[src/rtl/core/rotary_position_rotate_unit_assert.svh]
// Assertion macros shared by the rotary position rotate unit.
// Both sample on the rising edge of clk and are off while rst is high.
`ifndef ROTARY_POSITION_ROTATE_UNIT_ASSERT_SVH
`define ROTARY_POSITION_ROTATE_UNIT_ASSERT_SVH

// Consequent must hold in the same cycle as the antecedent.
`define RPR_ASSERT_NOW(label, pre, post, msg) \
  label: assert property (@(posedge clk) disable iff (rst) (pre) |-> (post)) \
    else $error(msg);

// Consequent must hold in the cycle after the antecedent.
`define RPR_ASSERT_NEXT(label, pre, post, msg) \
  label: assert property (@(posedge clk) disable iff (rst) (pre) |=> (post)) \
    else $error(msg);

`endif

[src/rtl/core/rpr_pkg.sv]
package rpr_pkg;

  // Default sizes.
  localparam int HEAD_DIM_DEF      = 64;
  localparam int MAX_POSITIONS_DEF = 2048;

  // Register stages from input to output register.
  localparam int STAGES = 12;

  // Widths of the internal values.
  localparam int FREQ_W = 46;
  localparam int X_W    = 31;

  // Fixed-point constants.
  localparam logic [63:0] LOG2_TENK_Q32 = 64'd57070290109;
  localparam logic [63:0] INV_PI_Q32    = 64'd1367130551;
  localparam logic [30:0] HALF_PI_Q30   = 31'd1686629713;
  localparam logic [31:0] ONE_Q30       = 32'h4000_0000;

  // Reciprocals for exact floor division of a 32-bit value by small constants:
  // q = (x * ceil(2^S / D)) >> S with S = 32 + ceil(log2(D)).
  localparam int SH_110 = 39;
  localparam int SH_72  = 39;
  localparam int SH_42  = 38;
  localparam int SH_20  = 37;
  localparam int SH_6   = 35;
  localparam int SH_132 = 40;
  localparam int SH_90  = 39;
  localparam int SH_56  = 38;
  localparam int SH_30  = 37;
  localparam int SH_12  = 36;
  localparam logic [33:0] M_110 = 34'(((64'd1 << SH_110) + 64'd109) / 64'd110);
  localparam logic [33:0] M_72  = 34'(((64'd1 << SH_72) + 64'd71) / 64'd72);
  localparam logic [33:0] M_42  = 34'(((64'd1 << SH_42) + 64'd41) / 64'd42);
  localparam logic [33:0] M_20  = 34'(((64'd1 << SH_20) + 64'd19) / 64'd20);
  localparam logic [33:0] M_6   = 34'(((64'd1 << SH_6) + 64'd5) / 64'd6);
  localparam logic [33:0] M_132 = 34'(((64'd1 << SH_132) + 64'd131) / 64'd132);
  localparam logic [33:0] M_90  = 34'(((64'd1 << SH_90) + 64'd89) / 64'd90);
  localparam logic [33:0] M_56  = 34'(((64'd1 << SH_56) + 64'd55) / 64'd56);
  localparam logic [33:0] M_30  = 34'(((64'd1 << SH_30) + 64'd29) / 64'd30);
  localparam logic [33:0] M_12  = 34'(((64'd1 << SH_12) + 64'd11) / 64'd12);

  // Quadrant of the phase, taken from its top two bits.
  typedef enum logic [1:0] {
    QUAD_I   = 2'd0,
    QUAD_II  = 2'd1,
    QUAD_III = 2'd2,
    QUAD_IV  = 2'd3
  } quad_t;

  // Values that ride along the pipeline beside the angle arithmetic.
  typedef struct packed {
    quad_t              quad;
    logic signed [15:0] first_value;
    logic signed [15:0] second_value;
  } side_t;

  // Floor integer square root, one result bit per step.
  function automatic logic [63:0] isqrt64(input logic [63:0] n_in);
    logic [63:0] n;
    logic [63:0] res;
    logic [63:0] bitv;
    n    = n_in;
    res  = '0;
    bitv = 64'h4000_0000_0000_0000;
    for (int i = 0; i < 32; i++) begin
      if (n >= res + bitv) begin
        n   = n - (res + bitv);
        res = (res >> 1) + bitv;
      end else begin
        res = res >> 1;
      end
      bitv = bitv >> 2;
    end
    return res;
  endfunction

  // Frequency table entry for exponent e (Q32): 2^-e radians per position,
  // in turns, Q48. Evaluated at elaboration only.
  function automatic logic [63:0] freq_entry(input logic [63:0] e);
    logic [63:0] roots [33];
    logic [63:0] whole;
    logic [31:0] frac;
    logic [63:0] acc;
    roots[0] = 64'd1 << 31;
    for (int k = 1; k <= 32; k++) begin
      roots[k] = isqrt64(roots[k-1] << 32);
    end
    whole = e >> 32;
    frac  = e[31:0];
    acc   = 64'd1 << 32;
    for (int k = 1; k <= 32; k++) begin
      if (frac[32-k]) begin
        acc = (acc * roots[k] + (64'd1 << 31)) >> 32;
      end
    end
    acc = (whole < 64'd63) ? (acc >> whole) : 64'd0;
    return (acc * INV_PI_Q32) >> 17;
  endfunction

  // Floor of x divided by a constant, through its reciprocal.
  function automatic logic [31:0] div_magic(input logic [31:0] x, input logic [33:0] m,
                                            input int sh);
    logic [65:0] p;
    p = {34'd0, x} * {32'd0, m};
    return 32'(p >> sh);
  endfunction

  // Truncating Q30 product.
  function automatic logic [31:0] mul_q30(input logic [31:0] a, input logic [31:0] b);
    logic [63:0] p;
    p = {32'd0, a} * {32'd0, b};
    return p[61:30];
  endfunction

  // One Horner step: 1 - q * t.
  function automatic logic [31:0] horner(input logic [31:0] q, input logic [31:0] t);
    return ONE_Q30 - mul_q30(q, t);
  endfunction

  // Q30 to Q1.14, rounded, clamped to zero and one.
  function automatic logic [14:0] to_q14(input logic signed [33:0] v);
    logic [33:0] r;
    r = ($unsigned(v) + 34'd32768) >> 16;
    if (v < 0) begin
      return 15'd0;
    end
    return (r > 34'd16384) ? 15'd16384 : r[14:0];
  endfunction

endpackage

[src/rtl/core/rpr_mix.sv]
module rpr_mix (
  input  logic               clk,
  input  logic [1:0]         en,
  input  logic [14:0]        cos_q,
  input  logic [14:0]        sin_q,
  input  rpr_pkg::side_t     side,
  output logic signed [15:0] first_rotated,
  output logic signed [15:0] second_rotated
);

  logic signed [15:0] cos_base, sin_base;
  logic signed [15:0] cos_v, sin_v;
  logic signed [31:0] p_ac, p_bs, p_bc, p_as;
  logic signed [32:0] sum_first, sum_second;

  assign cos_base = $signed({1'b0, cos_q});
  assign sin_base = $signed({1'b0, sin_q});

  // Apply quadrant signs and swaps.
  always_comb begin
    case (side.quad)
      rpr_pkg::QUAD_I: begin
        cos_v = cos_base;
        sin_v = sin_base;
      end
      rpr_pkg::QUAD_II: begin
        cos_v = -sin_base;
        sin_v = cos_base;
      end
      rpr_pkg::QUAD_III: begin
        cos_v = -cos_base;
        sin_v = -sin_base;
      end
      default: begin
        cos_v = sin_base;
        sin_v = -cos_base;
      end
    endcase
  end

  // Stage 10: the four products.
  always_ff @(posedge clk) begin
    if (en[0]) begin
      p_ac <= side.first_value * cos_v;
      p_bs <= side.second_value * sin_v;
      p_bc <= side.second_value * cos_v;
      p_as <= side.first_value * sin_v;
    end
  end

  assign sum_first  = 33'(p_ac) - 33'(p_bs) + 33'sd8192;
  assign sum_second = 33'(p_bc) + 33'(p_as) + 33'sd8192;

  // Round to Q4.11 and saturate.
  function automatic logic signed [15:0] round_sat(input logic signed [32:0] s);
    logic signed [32:0] r;
    r = s >>> 14;
    if (r > 33'sd32767) begin
      return 16'sh7FFF;
    end
    if (r < -33'sd32768) begin
      return 16'sh8000;
    end
    return r[15:0];
  endfunction

  // Stage 11: output register.
  always_ff @(posedge clk) begin
    if (en[1]) begin
      first_rotated  <= round_sat(sum_first);
      second_rotated <= round_sat(sum_second);
    end
  end

endmodule

[config.mk]
export PLATFORM = sky130hd
export DESIGN_NAME = rpr_mix
export DESIGN_NICKNAME = d
export VERILOG_FILES = /design/src/rtl/core/rotary_position_rotate_unit_assert.svh /design/src/rtl/core/rpr_pkg.sv /design/src/rtl/core/rpr_mix.sv
export SDC_FILE = /design/constraint.sdc
export NUM_CORES = 2
export LEC_CHECK = 0
export CAP_MARGIN = 20
export CORE_AREA = 2 2 351 353
export DETAILED_ROUTE_END_ITERATION = 12
export DIE_AREA = 0 0 353 355
export DONT_BUFFER_PORTS = 1
export PLACE_DENSITY_LB_ADDON = 0.05
export SLEW_MARGIN = 20
export SYNTH_ARGS = -nofsm -noshare
export SYNTH_HDL_FRONTEND = slang
export SYNTH_SLANG_ARGS = --single-unit
[constraint.sdc]
create_clock -name clk -period 9.9 [get_ports clk]
set_input_delay 0.495 -clock clk [delete_from_list [all_inputs] [get_ports clk]]
set_output_delay 0.495 -clock clk [all_outputs]
set_load 0.05 [all_outputs]
Word-level counts from Yosys, hierarchy flattened. Index checks and enable logic that the tools add are counted.

Multipliers: 4. Bitwise operators: 0. $lt $le $gt $ge: 4. Eq/ne operators: 2. Add/subtract/negate cells: 6. Shifts and indexed selects: 0. Reduce and logical (&&, ||, !) cells: 1. Divide/modulo/power cells: 0. Muxes and demuxes: 20.

Operators with widths (count): $mul A16 B16 Y32 (4); $mux W16 (8); $pmux W16 S3 (2); $add A33 B15 Y33 const B (2); $gt A19 B16 Y1 const B (2); $lt A19 B16 Y1 const B (2); $add A32 B32 Y33 (1); $sub A32 B32 Y33 (1); $neg A15 Y16 (2); $mux W1 (10); $eq A2 B1 Y1 const B (1); $eq A2 B2 Y1 const B (1); $logic_not A2 Y1 (1).

Memories: 0. Word-level logic and storage cells: 43. RAM bits: 0. Bits of input ports: 67. ROM bits: 0. Register bits: 160. Output and inout port bits: 32. Bits in latches: 0.

Depth between registers and ports, before layout.
Word-level depth: 9. Gate-level depth with buffers: 35. Gate-level depth less buffers: 33.

Worst setup path before layout. OpenSTA, ideal clock, no wires.

Path kind: input port to flip-flop. Start point: input sin_q[2]. End point: register p_bc[24], data pin. Cell stages on the path: 30. Buffers on the path: 1. Data required time: 9.642 ns. Setup slack: 1.873 ns. Data arrival time: 7.769 ns. Library setup time: 0.258 ns. Cells stage by stage: or3_1 > or3_1 > or3_1 > or3_4 > and2_1 > xnor2_1 > a21oi_1 > clkbuf_1 > nand2_1 > fa_1 > inv_1 > fa_1 > inv_1 > fa_1 > inv_1 > fa_1 > fa_1 > inv_1 > fa_1 > inv_1 > ha_1 > nand2_1 > o21ai_0 > o41ai_1 > o32ai_1 > or4_1 > o21ai_0 > o2111ai_1 > a21oi_1 > xnor2_1.

Word-level cells in the longest chain between the ends: 3.

Ends and longest elaborated chain: start, declared (line rpr_mix.sv:5) `input logic [14:0] sin_q,`; $neg A15 Y16 (line rpr_mix.sv:27) `cos_v = -sin_base;`; $pmux W16 S3 * (line rpr_mix.sv:21) `case (side.quad)`; $mul A16 B16 Y32 * (line rpr_mix.sv:46) `p_bc <= side.second_value * cos_v;`; end signal, assigned (line rpr_mix.sv:46); end, declared (line rpr_mix.sv:13) `logic signed [31:0] p_ac, p_bs, p_bc, p_as;`.

Every way passes the cells marked *; elsewhere a longest branch is shown, timed or not. A chain may end at the register's enable or synchronous reset.

Worst setup path in the final report.
Start point: input sin_q[0]. End point: register p_bs[30], data pin.

Word-level cells in the longest chain between the ends: 3.

Ends and longest elaborated chain: $neg A15 Y16 (line rpr_mix.sv:32) `sin_v = -sin_base;`; $pmux W16 S3 * (line rpr_mix.sv:21); $mul A16 B16 Y32 * (line rpr_mix.sv:45) `p_bs <= side.second_value * sin_v;`; end signal, assigned (line rpr_mix.sv:45); end, declared (line rpr_mix.sv:13).

Marks and branches as above.

==> results.toml <==
[global_routing]
grt.total_usage_pct = 21.2
grt_remaining_overflow = 0
pin_count_of_the_biggest_net_entering_global_routing = 129
first_global_vias = 34290
antenna_found_initial = 3
wire_length_of_the_first_global_routing_pass_um = 202000

[place]
io_buffers = 0
dpl.hpwl_um = 99300
gpl.final_weighted_congestion = 0.816
placedCellCount = 6628

[cts]
post_cts.resized_instances = 0
clock_tree_from_tritoncts = "yes"
clk_path_buf_depth = 2
count_of_h_tree_levels_built_during_cts = 4
clock_root_buffer = "clkbuf_16"
cts_bufs_inserted = 17
postCtsHoldBufs = 0
tritoncts_num_sinks = 160
cts_setup_buffers = 0
clkSlewWorstSetupHoldPaths_ps = 80
clock_insertion_delay_worst_skew_ps = 540

[worst_setup_path]
worst_r2r_path_depth = 12
cp_data_arrival_time_ps = 9050
critical_path.max_stage_delay_ps = 680
critPathTopFamily = "adder cells"
cp_num_cells = 31
worst-path-max-fanout = 14
crit_path_start_kind = "input pin"
cp-end-kind = "flop"
worstSetupPathType = "input pin to flop"
required_ps = 10200
crit_slowest_cell = "nor4b_1"
critPathMostFrequentCell = "fa_1"
worstPathBufferInverterCount = 5

[floorplan]
num_io_pins = 99
floorplan.initialDensity_pct = 39.9
floorplan.rows = 128
dieHeight_um = 355
coreArea_um2 = 121000
fp.dieW_um = 353
die_area_um2 = 125000

[outcome]
run_status = "completed"

[routing]
route.vias.total = 32660
dr.first_iter.drc_count = 1803
wl_um = 125000
number_of_search_and_repair_iterations_in_the_first_detailed_routing_pass = 5
detail_route.vias_per_cell = 4.90
antenna_violating_nets_post_route = 0
remaining_drc_errors = 0
detail_route.wl_per_cell_um = 18.8

[yosys]
synth_top_cells_by_area = "fa_1 43%, ha_1 12%, edfxtp_1 9.9%"
post_synth_instance_area_um2 = 48400
syn_inst = 5143
synth_edf_count = 160
yosys_warnings = 0
synth_seq_area_share_pct = 9.92
syn_area_per_cell_um2 = 9.42
synth_seq_cells = 160
synth_largest_area_cell = "fa_1"
proportion_of_netlist_area_held_by_the_largest_area_contributor_pct = 43.3
yosys.cell_types.count = 77
yosys_most_used_dff = "edfxtp_1"
synthesis.nets = 6710
async_flop_share_pct = 0

[finish]
finalNetCount = 6589
seqCellArea_um2 = 4800
multiInputGateArea_um2 = 38300
area_growth_pct = 5.52
drive_above_1_share_pct = 3.26
n_fill_cell = 12408
instances_no_fill = 6661

[min_path]
hold_class = "input pin to flop"
hold-path-cell-count = 0

[sta]
period_share_pct = 88.5
totalNegativeSetupSlack_ps = 0
timing.fmax_ghz = 0.114
finalHoldViolCount = 0
max_slew_violation_total_from_the_final_report = 0
fin_worst_hold_slack_ps = 88.0
timing_worst_slew_pin_value_ps = 1040
grt_setup_unrepaired = "false"
timing.slew.headroom_pct = 30.6
final.setup_skew_ps = 19.2
final-setup-viol-count = 0
fin_crit_ps = 8760

[flow_run]
max-cap-violations = 0
[registers in the layout, summed over array words and instances (netlist names)]
register,count
p_as,32
p_ac,32
second_rotated,16
first_rotated,16
p_bc,32
p_bs,32
[worst paths after layout]
check                                    endpoint  slack (ps)                from
setup reg to reg  second_rotated[9]$_SDFFCE_PN1P_        5340   p_bc[8]$_DFFE_PP_
hold reg to reg   first_rotated[15]$_SDFFCE_PN0P_         770  p_bs[31]$_DFFE_PP_
setup / recovery               p_bs[30]$_DFFE_PP_        1140            sin_q[0]
hold / removal    second_rotated[0]$_SDFFCE_PN1P_          90               en[1]
[layer usage]
layer,wire (µm),global-route usage [%],up-vias
met1,60300,31.4,16907
met4,2450,5.06,0
li1,-,-,15149
met3,5790,3.21,59
met5,0,0,-
met2,56700,32.5,545
[worst reg2reg max path, stage by stage, from the launching register on]
cell and delay, ps:
edfxtp_1 370, ha_1 310, ha_1 290, a21oi_1 180, o211ai_1 200, a2111oi_2 850, nor4_1 280, o21a_1 290
a21o_1 250, a311oi_2 310, xnor2_1 210, o311a_1 670, a21o_1 220
[cells in the mapped netlist, drive strengths merged (3+ instances only)]
cell type	count
or4	3
fa	1048
o21a	15
a41oi	4
a21o	94
a31oi	6
mux2i	5
xnor2	146
a311oi	3
o2111ai	5
mux4	4
nand4	8
a221oi	5
buf	12
a221o	4
and2	372
o21ai	72
nor3	39
nand3b	3
nor4b	3
xor2	65
ha	452
nor4	3
clkbuf	198
nor3b	3
nor2	148
a31o	4
a2111oi	3
nor2b	82
o21bai	17
nand2b	19
and4	4
inv	1255
o31ai	5
o211ai	6
a2111o	3
or3	15
edfxtp	160
nand2	627
a211oi	16
or2	21
and3	11
o41ai	8
nand3	28
a21oi	117
[layout by cell type (no fill, tap or decap), types with 5 or more instances in the layout]
cell and count:
a21o_1 94, and2_1 372, nor3_1 39, xnor2_1 146
o21a_1 15, xor2_1 65, edfxtp_1 160, and3_1 10
buf_4 63, nand2b_1 19, ha_1 452, nor2_1 147
o41ai_1 6, o2111ai_1 5, o211ai_1 5, a21oi_1 105
or2_2 11, a31oi_1 5, o31ai_1 5, inv_6 5
clkbuf_16 17, a21oi_4 9, nand3_1 28, buf_12 6
inv_1 1255, or2_1 10, nand4_1 8, a211oi_1 16
o21ai_0 60, o21ai_2 7, or3_1 12, o21bai_1 17
fa_1 1048, nand2_1 627, nor2b_1 82
[cells by family after synthesis]
logic type	Yosys count	synth area share [%]
AOI/OAI and AO/OA	407	5.62
adders and majority gates	1500	55.0
xor gates and xnor gates	211	3.82
muxes	10	0.313
and+or+nand+nor	1390	13.9
DFF	160	9.92
buffers and inverters	1465	11.4
[layout make-up]
cell class                 instances  area share (%)
antenna                            1         0.00490
sequential                       160            9.40
multi-input combinational       3518            75.0
timing repair buffer              70            1.21
inverter                        1255            9.22
clock buffer                      17           0.832
tap                             1625            3.98
clock inverter                    15           0.338
[through the flow]
step | utilization, % | worst slack [ps] | area (µm²)
final | 42.1 | 1140 | 51100
after global routing | 42.1 | 837 | 51100
after CTS | 42.1 | 1260 | 51100
after detailed placement | 41.6 | 678 | 50500
after global placement | 41.6 | 693 | 50500
after floorplan | - | 1870 | 48400
Power is left out: the tool's default activity adds up to more than one toggle a clock period on the data nets, which glitch-free logic cannot reach.
