===== src/rtl/core/rotary_position_rotate_unit_assert.svh =====
// Assertion macros shared by the rotary position rotate unit.
// Both sample on the rising edge of clk and are off while rst is high.
`ifndef ROTARY_POSITION_ROTATE_UNIT_ASSERT_SVH
`define ROTARY_POSITION_ROTATE_UNIT_ASSERT_SVH

// Consequent must hold in the same cycle as the antecedent.
`define RPR_ASSERT_NOW(label, pre, post, msg) \
  label: assert property (@(posedge clk) disable iff (rst) (pre) |-> (post)) \
    else $error(msg);

// Consequent must hold in the cycle after the antecedent.
`define RPR_ASSERT_NEXT(label, pre, post, msg) \
  label: assert property (@(posedge clk) disable iff (rst) (pre) |=> (post)) \
    else $error(msg);

`endif


===== src/rtl/core/rpr_pkg.sv =====
package rpr_pkg;

  // Default sizes.
  localparam int HEAD_DIM_DEF      = 64;
  localparam int MAX_POSITIONS_DEF = 2048;

  // Register stages from input to output register.
  localparam int STAGES = 12;

  // Widths of the internal values.
  localparam int FREQ_W = 46;
  localparam int X_W    = 31;

  // Fixed-point constants.
  localparam logic [63:0] LOG2_TENK_Q32 = 64'd57070290109;
  localparam logic [63:0] INV_PI_Q32    = 64'd1367130551;
  localparam logic [30:0] HALF_PI_Q30   = 31'd1686629713;
  localparam logic [31:0] ONE_Q30       = 32'h4000_0000;

  // Reciprocals for exact floor division of a 32-bit value by small constants:
  // q = (x * ceil(2^S / D)) >> S with S = 32 + ceil(log2(D)).
  localparam int SH_110 = 39;
  localparam int SH_72  = 39;
  localparam int SH_42  = 38;
  localparam int SH_20  = 37;
  localparam int SH_6   = 35;
  localparam int SH_132 = 40;
  localparam int SH_90  = 39;
  localparam int SH_56  = 38;
  localparam int SH_30  = 37;
  localparam int SH_12  = 36;
  localparam logic [33:0] M_110 = 34'(((64'd1 << SH_110) + 64'd109) / 64'd110);
  localparam logic [33:0] M_72  = 34'(((64'd1 << SH_72) + 64'd71) / 64'd72);
  localparam logic [33:0] M_42  = 34'(((64'd1 << SH_42) + 64'd41) / 64'd42);
  localparam logic [33:0] M_20  = 34'(((64'd1 << SH_20) + 64'd19) / 64'd20);
  localparam logic [33:0] M_6   = 34'(((64'd1 << SH_6) + 64'd5) / 64'd6);
  localparam logic [33:0] M_132 = 34'(((64'd1 << SH_132) + 64'd131) / 64'd132);
  localparam logic [33:0] M_90  = 34'(((64'd1 << SH_90) + 64'd89) / 64'd90);
  localparam logic [33:0] M_56  = 34'(((64'd1 << SH_56) + 64'd55) / 64'd56);
  localparam logic [33:0] M_30  = 34'(((64'd1 << SH_30) + 64'd29) / 64'd30);
  localparam logic [33:0] M_12  = 34'(((64'd1 << SH_12) + 64'd11) / 64'd12);

  // Quadrant of the phase, taken from its top two bits.
  typedef enum logic [1:0] {
    QUAD_I   = 2'd0,
    QUAD_II  = 2'd1,
    QUAD_III = 2'd2,
    QUAD_IV  = 2'd3
  } quad_t;

  // Values that ride along the pipeline beside the angle arithmetic.
  typedef struct packed {
    quad_t              quad;
    logic signed [15:0] first_value;
    logic signed [15:0] second_value;
  } side_t;

  // Floor integer square root, one result bit per step.
  function automatic logic [63:0] isqrt64(input logic [63:0] n_in);
    logic [63:0] n;
    logic [63:0] res;
    logic [63:0] bitv;
    n    = n_in;
    res  = '0;
    bitv = 64'h4000_0000_0000_0000;
    for (int i = 0; i < 32; i++) begin
      if (n >= res + bitv) begin
        n   = n - (res + bitv);
        res = (res >> 1) + bitv;
      end else begin
        res = res >> 1;
      end
      bitv = bitv >> 2;
    end
    return res;
  endfunction

  // Frequency table entry for exponent e (Q32): 2^-e radians per position,
  // in turns, Q48. Evaluated at elaboration only.
  function automatic logic [63:0] freq_entry(input logic [63:0] e);
    logic [63:0] roots [33];
    logic [63:0] whole;
    logic [31:0] frac;
    logic [63:0] acc;
    roots[0] = 64'd1 << 31;
    for (int k = 1; k <= 32; k++) begin
      roots[k] = isqrt64(roots[k-1] << 32);
    end
    whole = e >> 32;
    frac  = e[31:0];
    acc   = 64'd1 << 32;
    for (int k = 1; k <= 32; k++) begin
      if (frac[32-k]) begin
        acc = (acc * roots[k] + (64'd1 << 31)) >> 32;
      end
    end
    acc = (whole < 64'd63) ? (acc >> whole) : 64'd0;
    return (acc * INV_PI_Q32) >> 17;
  endfunction

  // Floor of x divided by a constant, through its reciprocal.
  function automatic logic [31:0] div_magic(input logic [31:0] x, input logic [33:0] m,
                                            input int sh);
    logic [65:0] p;
    p = {34'd0, x} * {32'd0, m};
    return 32'(p >> sh);
  endfunction

  // Truncating Q30 product.
  function automatic logic [31:0] mul_q30(input logic [31:0] a, input logic [31:0] b);
    logic [63:0] p;
    p = {32'd0, a} * {32'd0, b};
    return p[61:30];
  endfunction

  // One Horner step: 1 - q * t.
  function automatic logic [31:0] horner(input logic [31:0] q, input logic [31:0] t);
    return ONE_Q30 - mul_q30(q, t);
  endfunction

  // Q30 to Q1.14, rounded, clamped to zero and one.
  function automatic logic [14:0] to_q14(input logic signed [33:0] v);
    logic [33:0] r;
    r = ($unsigned(v) + 34'd32768) >> 16;
    if (v < 0) begin
      return 15'd0;
    end
    return (r > 34'd16384) ? 15'd16384 : r[14:0];
  endfunction

endpackage


===== src/rtl/core/rpr_phase.sv =====
module rpr_phase #(
  parameter int HEAD_DIM      = rpr_pkg::HEAD_DIM_DEF,
  parameter int MAX_POSITIONS = rpr_pkg::MAX_POSITIONS_DEF
) (
  input  logic                      clk,
  input  logic [2:0]                en,
  input  logic [10:0]               position,
  input  logic [4:0]                pair_index,
  input  logic signed [15:0]        first_value,
  input  logic signed [15:0]        second_value,
  output logic [rpr_pkg::X_W-1:0]   x,
  output rpr_pkg::side_t            side
);

  localparam int PAIRS = HEAD_DIM / 2;
  localparam int ROM_N = (PAIRS < 32) ? PAIRS : 32;
  localparam int IW    = (ROM_N > 1) ? $clog2(ROM_N) : 1;

  // Frequency per pair, fixed at elaboration.
  logic [rpr_pkg::FREQ_W-1:0] rom [ROM_N];

  for (genvar g = 0; g < ROM_N; g++) begin : g_rom
    localparam logic [63:0] EXP_Q32 = (64'(2 * g) * rpr_pkg::LOG2_TENK_Q32) / HEAD_DIM;
    assign rom[g] = rpr_pkg::FREQ_W'(rpr_pkg::freq_entry(EXP_Q32));
  end

  logic [10:0]                 pos_cl;
  logic [4:0]                  j_cl;
  logic [rpr_pkg::FREQ_W-1:0]  freq;
  logic [10:0]                 pos;
  rpr_pkg::side_t              side0;
  logic [rpr_pkg::FREQ_W+10:0] phase_prod;
  logic [31:0]                 phase;
  rpr_pkg::side_t              side1;
  logic [60:0]                 x_prod;

  // Clamp position and pair index into range.
  always_comb begin
    pos_cl = position;
    if ({6'd0, position} >= 17'(MAX_POSITIONS)) begin
      pos_cl = 11'(MAX_POSITIONS - 1);
    end
    j_cl = pair_index;
    if ({27'd0, pair_index} >= 32'(ROM_N)) begin
      j_cl = 5'(ROM_N - 1);
    end
  end

  // Stage 0: table lookup.
  always_ff @(posedge clk) begin
    if (en[0]) begin
      freq  <= rom[j_cl[IW-1:0]];
      pos   <= pos_cl;
      side0 <= '{quad: rpr_pkg::QUAD_I, first_value: first_value,
                 second_value: second_value};
    end
  end

  // Stage 1: phase in turns.
  assign phase_prod = {11'd0, freq} * {{rpr_pkg::FREQ_W{1'b0}}, pos};

  always_ff @(posedge clk) begin
    if (en[1]) begin
      phase <= phase_prod[47:16];
      side1 <= side0;
    end
  end

  // Stage 2: angle within the quadrant, in radians Q30.
  assign x_prod = {31'd0, phase[29:0]} * {30'd0, rpr_pkg::HALF_PI_Q30};

  always_ff @(posedge clk) begin
    if (en[2]) begin
      x    <= x_prod[60:30];
      side <= '{quad: rpr_pkg::quad_t'(phase[31:30]), first_value: side1.first_value,
                second_value: side1.second_value};
    end
  end

endmodule


===== config.mk =====
export PLATFORM = sky130hd
export DESIGN_NAME = rpr_phase
export DESIGN_NICKNAME = d
export VERILOG_FILES = /design/src/rtl/core/rotary_position_rotate_unit_assert.svh /design/src/rtl/core/rpr_pkg.sv /design/src/rtl/core/rpr_phase.sv
export SDC_FILE = /design/constraint.sdc
export NUM_CORES = 2
export LEC_CHECK = 0
export ABC_AREA = 1
export BUFFER_PORTS_ARGS = -buffer_cell sky130_fd_sc_hd__buf_4
export CORE_ASPECT_RATIO = 1.5
export CORE_MARGIN = 2
export CORE_UTILIZATION = 45
export CTS_BUF_LIST = sky130_fd_sc_hd__clkbuf_8
export DETAILED_ROUTE_END_ITERATION = 10
export HOLD_SLACK_MARGIN = 0.15
export MAX_ROUTING_LAYER = met4
export PLACE_DENSITY = 0.65
export SETUP_SLACK_MARGIN = 0.4
export SLEW_MARGIN = 20
export SYNTH_ARGS = -nofsm -noshare
export SYNTH_HDL_FRONTEND = slang
export SYNTH_SLANG_ARGS = --single-unit

===== constraint.sdc =====
create_clock -name clk -period 11.5 [get_ports clk]
set_input_delay 0.575 -clock clk [delete_from_list [all_inputs] [get_ports clk]]
set_output_delay 0.575 -clock clk [all_outputs]
set_load 0.01 [all_outputs]

* Word-level counts from Yosys, hierarchy flattened
Memories as Yosys holds them, arrays and structs flattened. A register that Yosys moved wholly into a read port is not among the register bits.
Cells that the tools add are included.
** Word-level totals
- Flip-flop bits (word level) :: 172
- Bits in read-only memories :: 1472
- Bits of input ports :: 52
- Output and inout port bits :: 65
- Memories kept :: 1
** Cells by class
- $mul :: 2
- Bitwise logic cells :: 1
** Memory list
- (no name shown) :: words 32, bits a word 46, read ports 1, clocked after memory_dff 1, wr ports 0, line rpr_phase.sv:52 : freq <= rom[j_cl[IW-1:0]];
** Operators by type and width (count)
- 30-bit by 31-bit multiplier with 61-bit output, second input constant :: 1
- 46-bit by 11-bit multiplier with 48-bit output :: 1
- 5-bit NOT with 6-bit output :: 1

* Longest topological paths before layout
- Depth in word-level cells :: 1
- Gate-level depth with buffers :: 29
- Mapped depth without buffers :: 29

* Least setup slack after synthesis
Ideal clock, no wire load.
- Path type :: register to register
- Start point :: reg phase[16]
- End point :: reg x[12] in the netlist's numbering, data pin
- Arrival time :: 5.899 ns
- Path slack :: 5.342 ns
- Stages on the path, launching flop included :: 23
- Path through :: edfxtp_1 -> inv_1 -> fa_1 -> fa_1 -> fa_1 -> inv_1 -> fa_1 -> inv_1 -> fa_1 -> inv_1 -> fa_1 -> fa_1 -> inv_1 -> fa_1 -> inv_1 -> ha_1 -> nand2_1 -> inv_1 -> a21boi_0 -> o21ai_1 -> a21oi_1 -> nand3_1 -> xor2_1
** On the way
- Word-level cells in the longest chain between the ends :: 1
** RTL lines
- start, declared :: line rpr_phase.sv:33 : logic [31:0] phase;
- start signal, assigned :: line rpr_phase.sv:64 : phase <= phase_prod[47:16];
- 30-bit by 31-bit multiplier with 61-bit output :: line rpr_phase.sv:70 : assign x_prod = {31'd0, phase[29:0]} * {30'd0, rpr_pkg::HALF_PI_Q30};
- via x_prod[42] :: line rpr_phase.sv:35 : logic [60:0] x_prod;
- end signal, assigned :: line rpr_phase.sv:74 : x <= x_prod[60:30];
- end, declared :: line rpr_phase.sv:11 : output logic [rpr_pkg::X_W-1:0] x,
The timed path passes the listed nets, and every way through them passes these cells.
A chain may end at the register's enable or synchronous reset.

* Final worst setup path
- Start point :: reg phase[16]
- End point :: reg x[16] in the netlist's numbering, data pin
The elaborated chain is that of the path after synthesis.

==> out/results.md <==
| Metric | Reported |
| --- | --- |
| Post-synthesis sequential area ratio | 17.0% |
| DPL Wire Length | 100,000 um |
| CTS buffer count | 41 |
| Pin count of the biggest net entering global routing | 66 |
| Core Area | 84,900 um^2 |
| Die footprint | 87,800 um^2 |
| Chip width | 243 um |
| Crit path time final | 7240 ps |
| Final hold vios | 0 |
| Growth of design area from synthesis to finish | 8.40% |
| Most common cell after layout, fill and taps aside | sky130_fd_sc_hd__inv_1 |
| Most used cells in the layout excluding fill and tap cells | sky130_fd_sc_hd__inv_1, sky130_fd_sc_hd__nand2_1, sky130_fd_sc_hd__fa_1 |
| Number of nets in the layout | 5,644 |
| Maximum number of buffers from clock root to sink | 3 |
| Mean instance size in the synthesized netlist | 8.81 um^2 |
| Netlist area before placement | 38,400 um^2 |
| TritonCTS clock tree | built |
| Leftover overflow at the end of global routing | 0 |
| Final TNS setup | 0 ps |
| H-tree depth | 2 |
| Syn nets | 5,542 |
| DRC violations left | 0 |
| Number of warning messages in the yosys log | 0 |
| RSZ-0062 raised after global routing | no |
| Sinks on the clock net | 218 |
| Biggest fanout along the worst timing path | 8 |
| DRC marker count from the first detailed-route iteration | 1,598 |
| Max Cap Viol | 0 |
| Cts repair resizes | 0 |
| Vias per std cell | 5.24 |
| Area share of the leading cell type in the synthesized netlist | 36.1% |
| Vias | 29.5k |
| Floorplan die height | 362 um |
| Actual slew at the worst max-slew pin | 1080 ps |
| Layout fillers | 8,272 |
| Average detailed-routed wire length per instance | 21.3 um |
| Clock transition at path regs | 70 ps |
| Final Max Tran Viols | 0 |
| Initial antenna violation count | 1 |
| Number of enable-type register cells in the synthesized netlist | 218 |
| Routability congestion estimate from global placement | 1.03 |
| Wire length reported by the detailed router | 120,000 um |
| Period utilization | 63.0% |
| Async set-or-reset flop fraction in the synthesized netlist | 0% |
| Root buffer cell | sky130_fd_sc_hd__clkbuf_8 |
| Vias in the first global route | 32.5k |
| Crit start category | flip-flop |
| Ports placed on the boundary | 117 |
| Port Buffer Count | 116 |
| Largest area contributor in the netlist | sky130_fd_sc_hd__fa_1 |
| Most frequently used flop master after synthesis | sky130_fd_sc_hd__edfxtp_1 |
| Result of the run | finished, final reports clean |
| Antenna Violating Nets Remaining | 0 |
| Wire length of the first global-routing pass | 184,000 um |
| Normalized max-slew margin | 28.3% |
| Required time of the worst setup path | 11,900 ps |
| Flip-flop and latch count after synthesis | 218 |
| Achievable clock frequency | 138 MHz |
| Worst Hold Slack | 395 ps |
| Initial core utilization | 45.3% |
| Arr. time, crit path | 7640 ps |
| Final Skew | 49.8 ps |
| Fraction of final layout cells sized beyond drive strength 1 | 5.11% |
| Nature of the critical path endpoint | flip-flop |
| Total setup violations reported at the end of the flow | 0 |
| Largest cells by area after synthesis | sky130_fd_sc_hd__fa_1, sky130_fd_sc_hd__edfxtp_1, sky130_fd_sc_hd__ha_1 |
| Type of the worst setup path | reg2reg |
| Cells after synthesis | 4,365 |
| Count of TritonRoute iterations in the first routing pass | 6 |
| Type of the most critical hold path | reg2reg |
| Number of distinct standard cells referenced by the synthesized netlist | 50 |
| Global routing usage summed across all routing layers | 28.6% |
| Insertion delay to the later sink of the worst-skew pair | 650 ps |
| Standard-cell rows | 131 |
-- logic make-up after synthesis --
group	after synthesis	synth area share [%]
simple gates	1436	14.9
buf+inv	1174	11.6
fa+ha+maj	1125	50.2
compound gates	377	5.50
flops	218	17.0
xor+xnor	35	0.798
-- metrics by stage --
step,setup WS (ps),instances,util (%),instance area (um^2)
final,4260,5629,49.1,41700
after global routing,3950,5629,49.1,41700
after CTS,4240,5628,49.1,41700
after detailed placement,4270,5511,47.5,40400
after global placement,4340,5511,47.5,40400
after floorplan,5340,4365,-,38400
-- timing repair --
item,in CTS,in global routing
endpoints found under the hold margin,43,0
setup endpoints to repair,0,0
setup buffers,0,0
hold buffers,43,0
-- Yosys cell counts (3+ instances only) --
cell type	number
sky130_fd_sc_hd__nand3_1	92
sky130_fd_sc_hd__nor2_2	13
sky130_fd_sc_hd__o31ai_1	4
sky130_fd_sc_hd__inv_1	1051
sky130_fd_sc_hd__o21bai_1	19
sky130_fd_sc_hd__o22ai_1	3
sky130_fd_sc_hd__nor3_2	5
sky130_fd_sc_hd__buf_1	9
sky130_fd_sc_hd__a21boi_0	7
sky130_fd_sc_hd__o21ai_1	12
sky130_fd_sc_hd__buf_2	18
sky130_fd_sc_hd__nand2_1	997
sky130_fd_sc_hd__xor2_1	28
sky130_fd_sc_hd__fa_1	693
sky130_fd_sc_hd__edfxtp_1	218
sky130_fd_sc_hd__ha_1	432
sky130_fd_sc_hd__xnor2_1	7
sky130_fd_sc_hd__nor2_1	254
sky130_fd_sc_hd__nor4_1	4
sky130_fd_sc_hd__nand3b_1	5
sky130_fd_sc_hd__a21o_1	12
sky130_fd_sc_hd__inv_2	6
sky130_fd_sc_hd__o211ai_1	8
sky130_fd_sc_hd__clkbuf_1	85
sky130_fd_sc_hd__a21oi_1	152
sky130_fd_sc_hd__a31oi_1	10
sky130_fd_sc_hd__o21a_1	6
sky130_fd_sc_hd__nand4_1	25
sky130_fd_sc_hd__buf_4	3
sky130_fd_sc_hd__nand2_2	9
sky130_fd_sc_hd__o21ai_0	125
sky130_fd_sc_hd__nor3_1	24
sky130_fd_sc_hd__a22oi_1	4
sky130_fd_sc_hd__a32oi_1	6
-- registers in the layout, indices dropped and copies added, names as in the netlist --
| name | flops |
|---|---|
| phase | 32 |
| x | 31 |
| pos | 11 |
| side1 | 32 |
| side0 | 32 |
| freq | 46 |
| side | 34 |
-- per-layer routing --
layer / part of all wire, % / vias up / wire length (um) / track usage (%)
met2: 54 / 886 / 64900 / 53.5
met4: 8.8 / 0 / 10500 / 20.4
met1: 34 / 14747 / 40100 / 27.3
li1: - / 13467 / - / -
met5: 0 / - / 0 / -
met3: 3.4 / 422 / 4090 / 2.80
-- critical path: stages, from the launching register on --
cell and delay, ps:
sky130_fd_sc_hd__edfxtp_1 630, sky130_fd_sc_hd__inv_1 200, sky130_fd_sc_hd__fa_1 730, sky130_fd_sc_hd__fa_1 500, sky130_fd_sc_hd__fa_1 510, sky130_fd_sc_hd__inv_1 50
sky130_fd_sc_hd__fa_1 530, sky130_fd_sc_hd__inv_1 50, sky130_fd_sc_hd__fa_1 480, sky130_fd_sc_hd__inv_1 50, sky130_fd_sc_hd__fa_1 440, sky130_fd_sc_hd__fa_1 510
sky130_fd_sc_hd__fa_1 410, sky130_fd_sc_hd__ha_1 530, sky130_fd_sc_hd__nand2_1 230, sky130_fd_sc_hd__nor2_1 250, sky130_fd_sc_hd__inv_1 110, sky130_fd_sc_hd__nor2_1 190
sky130_fd_sc_hd__inv_1 80, sky130_fd_sc_hd__nor2_1 120, sky130_fd_sc_hd__nand4_1 170, sky130_fd_sc_hd__nand4_1 170, sky130_fd_sc_hd__nand2_1 60
-- cell type report --
type                            count  area (um^2)  area share, %
Inverter                         1058         3970           9.53
Sequential cell                   218         6550           15.7
Timing Repair Buffer              175         1420           3.41
Tap cell                         1130         1410           3.39
Antenna cell                        1         2.50        0.00601
Clock buffer                       41          564           1.35
Multi-Input combinational cell   2973        27400           65.9
Clock inverter                     33          305          0.733
-- worst paths after layout --
path	startpoint	end	slack, ps	cells after the start
setup / recovery	phase[16]	x[16]	4260	22
hold / removal	side0[12]	side1[12]	400	0
setup reg to reg	phase[16]	x[16]	4260	22
hold reg to reg	side0[12]	side1[12]	400	0
Power is not shown: default switching activity piles up to over one toggle a cycle in this logic, so the estimate is an artifact.
